--- src/sv/can_frame_change_tracker_macros.svh ---
// Assertion macros for the CAN frame change tracker.
// Used by the top level only; defining ASSERT_OFF empties every macro.
`ifndef CAN_FRAME_CHANGE_TRACKER_MACROS_SVH
`define CAN_FRAME_CHANGE_TRACKER_MACROS_SVH

`ifndef ASSERT_OFF

// Same-cycle implication, checked at every rising edge out of reset.
`define CFCT_ASSERT_IMP(lbl, clk, rst_n, ante, cons) \
    lbl: assert property (@(posedge clk) disable iff (!rst_n) (ante) |-> (cons)) \
        else $error("cfct assertion failed");

// Next-cycle implication, checked at every rising edge out of reset.
`define CFCT_ASSERT_NXT(lbl, clk, rst_n, ante, cons) \
    lbl: assert property (@(posedge clk) disable iff (!rst_n) (ante) |=> (cons)) \
        else $error("cfct assertion failed");

`else

`define CFCT_ASSERT_IMP(lbl, clk, rst_n, ante, cons)
`define CFCT_ASSERT_NXT(lbl, clk, rst_n, ante, cons)

`endif

`endif

--- src/sv/cfct_pkg.sv ---
// Shared constants, status codes and controller/datapath interface structs
// for the CAN frame change tracker. No dependencies.
`timescale 1ns / 1ps

package cfct_pkg;

    localparam int TABLE_DEPTH = 64;
    localparam int IFACE_COUNT = 8;
    localparam int ADDR_W      = $clog2(TABLE_DEPTH);
    localparam int CNT_W       = $clog2(TABLE_DEPTH + 1);

    localparam int IFACE_W = 3;
    localparam int ID_W    = 32;
    localparam int DLC_W   = 4;
    localparam int DATA_W  = 64;
    localparam int STAMP_W = 32;
    localparam int AVG_W   = 32;
    localparam int TAG_W   = 32;
    localparam int MASK_W  = 8;
    localparam int EN_W    = 8;
    localparam int KEY_W   = IFACE_W + ID_W;
    localparam int ENT_W   = AVG_W + STAMP_W + DATA_W;

    localparam logic [DLC_W-1:0] MAX_DLC = DLC_W'(8);

    localparam logic [1:0] ST_STORED   = 2'd0;
    localparam logic [1:0] ST_DISABLED = 2'd1;
    localparam logic [1:0] ST_FULL     = 2'd2;

    typedef struct packed {
        logic load;       // latch the input frame, restart the search pointer
        logic key_rd;     // read the key at the search pointer, advance it
        logic hit;        // capture the index of the matching key
        logic ent_rd;     // read the entry at the hit index
        logic calc;       // register interval and change mask
        logic emit_drop;  // result: interface not enabled
        logic emit_full;  // result: table full
        logic store_new;  // create a new entry and report it
        logic store_upd;  // update the hit entry and report it
    } t_cmd;

    typedef struct packed {
        logic en_ok;      // frame interface is enabled
        logic used_zero;  // table is empty
        logic more;       // keys remain to be read
        logic match;      // last key read equals the frame key
        logic full;       // no free entry left
    } t_sts;

endpackage

--- src/sv/cfct_ctrl.sv ---
// Controller state machine for the CAN frame change tracker.
// Depends on cfct_pkg for the command and status structs.
`timescale 1ns / 1ps

module cfct_ctrl (
    input  logic          i_clk,
    input  logic          i_rst_n,
    input  logic          i_start,
    input  cfct_pkg::t_sts i_sts,
    output cfct_pkg::t_cmd o_cmd,
    output logic          o_busy
);
    import cfct_pkg::*;

    localparam logic [2:0] S_IDLE  = 3'd0;
    localparam logic [2:0] S_CHECK = 3'd1;
    localparam logic [2:0] S_SCAN  = 3'd2;
    localparam logic [2:0] S_NEW   = 3'd3;
    localparam logic [2:0] S_READ  = 3'd4;
    localparam logic [2:0] S_DIFF  = 3'd5;
    localparam logic [2:0] S_UPD   = 3'd6;

    logic [2:0] r_state;
    logic [2:0] n_state;
    t_cmd       s_cmd;

    always_comb begin
        n_state = r_state;
        s_cmd   = '0;
        case (r_state)
            S_IDLE: begin
                if (i_start) begin
                    s_cmd.load = 1'b1;
                    n_state    = S_CHECK;
                end
            end
            S_CHECK: begin
                if (!i_sts.en_ok) begin
                    s_cmd.emit_drop = 1'b1;
                    n_state         = S_IDLE;
                end else if (i_sts.used_zero) begin
                    n_state = S_NEW;
                end else begin
                    s_cmd.key_rd = 1'b1;
                    n_state      = S_SCAN;
                end
            end
            S_SCAN: begin
                // One key is compared per cycle while the next one is read.
                if (i_sts.match) begin
                    s_cmd.hit = 1'b1;
                    n_state   = S_READ;
                end else if (i_sts.more) begin
                    s_cmd.key_rd = 1'b1;
                end else begin
                    n_state = S_NEW;
                end
            end
            S_NEW: begin
                if (i_sts.full) begin
                    s_cmd.emit_full = 1'b1;
                end else begin
                    s_cmd.store_new = 1'b1;
                end
                n_state = S_IDLE;
            end
            S_READ: begin
                s_cmd.ent_rd = 1'b1;
                n_state      = S_DIFF;
            end
            S_DIFF: begin
                s_cmd.calc = 1'b1;
                n_state    = S_UPD;
            end
            S_UPD: begin
                s_cmd.store_upd = 1'b1;
                n_state         = S_IDLE;
            end
            default: begin
                n_state = S_IDLE;
            end
        endcase
    end

    always_ff @(posedge i_clk) begin
        if (!i_rst_n) begin
            r_state <= S_IDLE;
        end else begin
            r_state <= n_state;
        end
    end

    assign o_cmd  = s_cmd;
    assign o_busy = (r_state != S_IDLE);

endmodule

--- config.mk ---
export PLATFORM = sky130hd
export DESIGN_NAME = cfct_ctrl
export DESIGN_NICKNAME = d
export VERILOG_FILES = /design/src/sv/can_frame_change_tracker_macros.svh /design/src/sv/cfct_pkg.sv /design/src/sv/cfct_ctrl.sv
export SDC_FILE = /design/constraint.sdc
export NUM_CORES = 1
export LEC_CHECK = 0
export BUFFER_PORTS_ARGS = -buffer_cell sky130_fd_sc_hd__buf_2
export CAP_MARGIN = 20
export CORE_AREA = 4 4 41 43
export DETAILED_ROUTE_END_ITERATION = 7
export DIE_AREA = 0 0 45 47
export GPL_TIMING_DRIVEN = 0
export PLACE_DENSITY_LB_ADDON = 0.2
export SLEW_MARGIN = 10
export SYNTH_ARGS = -nofsm -noshare
export SYNTH_HDL_FRONTEND = slang
export SYNTH_SLANG_ARGS = --single-unit
export TNS_END_PERCENT = 5
--- constraint.sdc ---
create_clock -name i_clk -period 1.61 [get_ports i_clk]
set_clock_uncertainty 0.15 [all_clocks]
set_input_delay 0.161 -clock i_clk [delete_from_list [all_inputs] [get_ports i_clk]]
set_output_delay 0.161 -clock i_clk [all_outputs]
set_load 0.1 [all_outputs]
==> flow_metrics.tcl <==
set metrics [dict create \
    cts_root_buf "clkbuf_4" \
    clkTransAtPathRegs_ns 0.04 \
    hold_viol 0 \
    worstSetupStartpointType "flop" \
    synth_top_area_share 0.238 \
    drive_above_1_share 0.632 \
    synth-simple-area-share 0.535 \
    fp.dieH_microns 47 \
    grt_overflow_total 0 \
    dp_slack_ns -0.145 \
    largest_reg_flops 3 \
    synth_compound_area_frac 0.149 \
    cts_tree "built" \
    power_mw 0.392 \
    synth_cell_type_count 20 \
    worst_slack_ns -0.0770 \
    yosysTopAreaCell "dfxtp_1" \
    yosys_warnings 0 \
    crit_buf_inv 1 \
    vdd_drop_max_mv 0.428 \
    placementRows 13 \
    antenna_found_initial 0 \
    vias 343 \
    rsz0062_at_grt "yes" \
    hpwl_microns 609 \
    tightest_slew_ns 0.278 \
    synth_cells 35 \
    fp.dieArea_sq_um 2120 \
    initial_utilization 0.194 \
    p_per_area_nw_per_um2 751 \
    diodes 0 \
    portBuffers 17 \
    arrival_ns 1.38 \
    setup_viol 1 \
    finalCritPeriodShare 1.05 \
    first_iter_violations 5 \
    synth_nets 43 \
    drtPass1Iterations 4 \
    status "finished with violations" \
    cts_sinks 3 \
    min-delay-path-class "primary input to flop" \
    final_max_slew_viol_count 0 \
    grt_pass1_vias 336 \
    ys_seq_area_frac 0.238 \
    setup.worst_path.end_class "primary output" \
    place.gp.congestion 0.675 \
    final_cell_area_sq_um 522 \
    grt_pass1_wl_mm 1.36 \
    wl_per_cell_microns 11.2 \
    cap_viol_max_count 0 \
    coreArea_sq_um 1300 \
    ant_nets 0 \
    synth_top_family_by_area "simple AND/OR/NAND/NOR gates" \
    finalSetupTns_ns -0.0770 \
    critPathMaxStageDelay_ns 0.36 \
    grt_start_max_net_pins 11 \
    violations "setup timing" \
    top_register "r_state" \
    hold_buffers 0 \
    reg.largest.list "r_state (3)" \
    synthToLayoutAreaGrowth_pct 106 \
    max-slew-margin-rel 0.816 \
    synthAdderAreaFrac 0 \
    cts_made_buffers 3 \
    cts_max_level 1 \
    crit_fanout 7 \
    final.min_clock_period_ns 1.69 \
    die_w_microns 45 \
    clk_latency_ns 0.23 \
    layout_common_cells "buf_6 (7), buf_2 (7), inv_1 (4), nor2_1 (4), buf_4 (4)" \
    grt_usage 0.0900 \
    placed_area_sq_um 405 \
    muxShareOfSynthArea 0 \
    synth.area.top_cells "dfxtp_1 (24%), and4bb_2 (9.9%), nor2_1 (7.4%)" \
    syn_area_sq_um 253 \
    cp_data_required_time_ns 1.30 \
    synthXorXnorAreaFrac 0 \
    crit_path_top_delay_cell "dfxtp_4" \
    p_leak_nw 0.244 \
    max_freq_ghz 0.593 \
    critPathKind "flop to primary output" \
    cts_buffer_depth 2 \
    totalWireLength_microns 805 \
    cp_cell_sequence "or2b_4 -> o41ai_4 -> buf_6" \
    finalNetCount 66 \
    ios 18 \
    viasPerCell 4.76 \
    synth_area_per_cell_sq_um 7.22 \
    drc 0 \
    yosys_register_bits 3 \
    path_delay_family "flip-flops" \
]
per-stage QoR:
stage	util	std cells	hold slack, ns
after floorplan	-	35	0.152
after CTS	0.388	72	0.0329
after global routing	0.401	72	0.0489
after global placement	0.312	67	0.282
after detailed placement	0.312	67	0.285
final	0.401	72	0.0335
cell families after synthesis:
family / Yosys count
buffers and inverters: 5
AO/OA/AOI/OAI: 6
AND/OR/NAND/NOR: 21
flip-flops: 3
cells in the mapped netlist:
| library cell | number |
|---|---|
| nor2_1 | 5 |
| inv_1 | 4 |
| dfxtp_1 | 3 |
| a21oi_1 | 2 |
| and3_1 | 2 |
| and4bb_2 | 2 |
| nor3_1 | 2 |
| nor3b_1 | 2 |
| o21ai_0 | 2 |
| a2bb2oi_1 | 1 |
| and2_1 | 1 |
| and2b_1 | 1 |
| buf_2 | 1 |
| nand2_1 | 1 |
| nand3_1 | 1 |
| nand3_2 | 1 |
| o41ai_1 | 1 |
| or2b_1 | 1 |
| or3_1 | 1 |
| or4_1 | 1 |
layout make-up:
| type | count | area, sq um |
|---|---|---|
| multi-input cells | 27 | 231 |
| plain buffers | 1 | 11.3 |
| well taps | 15 | 18.8 |
| flip-flops and latches | 3 | 66.3 |
| repair buffers | 18 | 153 |
| clock buffers | 4 | 26.3 |
| inverters | 4 | 15.0 |
| fillers | 145 | 779 |
per-layer routing:
layer / vias up / GRT usage / wire length [microns]
li1: 171 / - / -
met2: 16 / 0.144 / 397
met4: 0 / 0.0526 / 0
met5: - / 0 / 0
met3: 0 / 0.0383 / 73
met1: 156 / 0.100 / 334
worst register-to-register path, stage by stage, from the launching register on:
cell	delay, ns
dfxtp_2	0.36
or4_1	0.53
nand3_2	0.11
nor3b_1	0.05
final timing paths:
check | cells past startpoint | slack (ns) | from | end
worst max-delay path | 3 | -0.08 | r_state[0] | o_cmd[7]
worst min register to register | 3 | 0.48 | r_state[1] | r_state[2]
worst max register to register | 3 | 0.29 | r_state[1] | r_state[0]
worst min-delay path | 3 | 0.03 | i_rst_n | r_state[2]
where the power goes:
part	switching, mW	internal, mW	total [mW]
Clock	0.0376	0.0928	0.130
Combinational	0.116	0.0595	0.175
Sequential	0.00672	0.0796	0.0863
what timing repair did:
action,CTS,global route
pin swaps,1,1
gates resized for setup,22,7
hold endpoints to repair,0,0
setup endpoints to repair,10,8
setup buffers,1,0
Power figures use the tool's default switching activity.
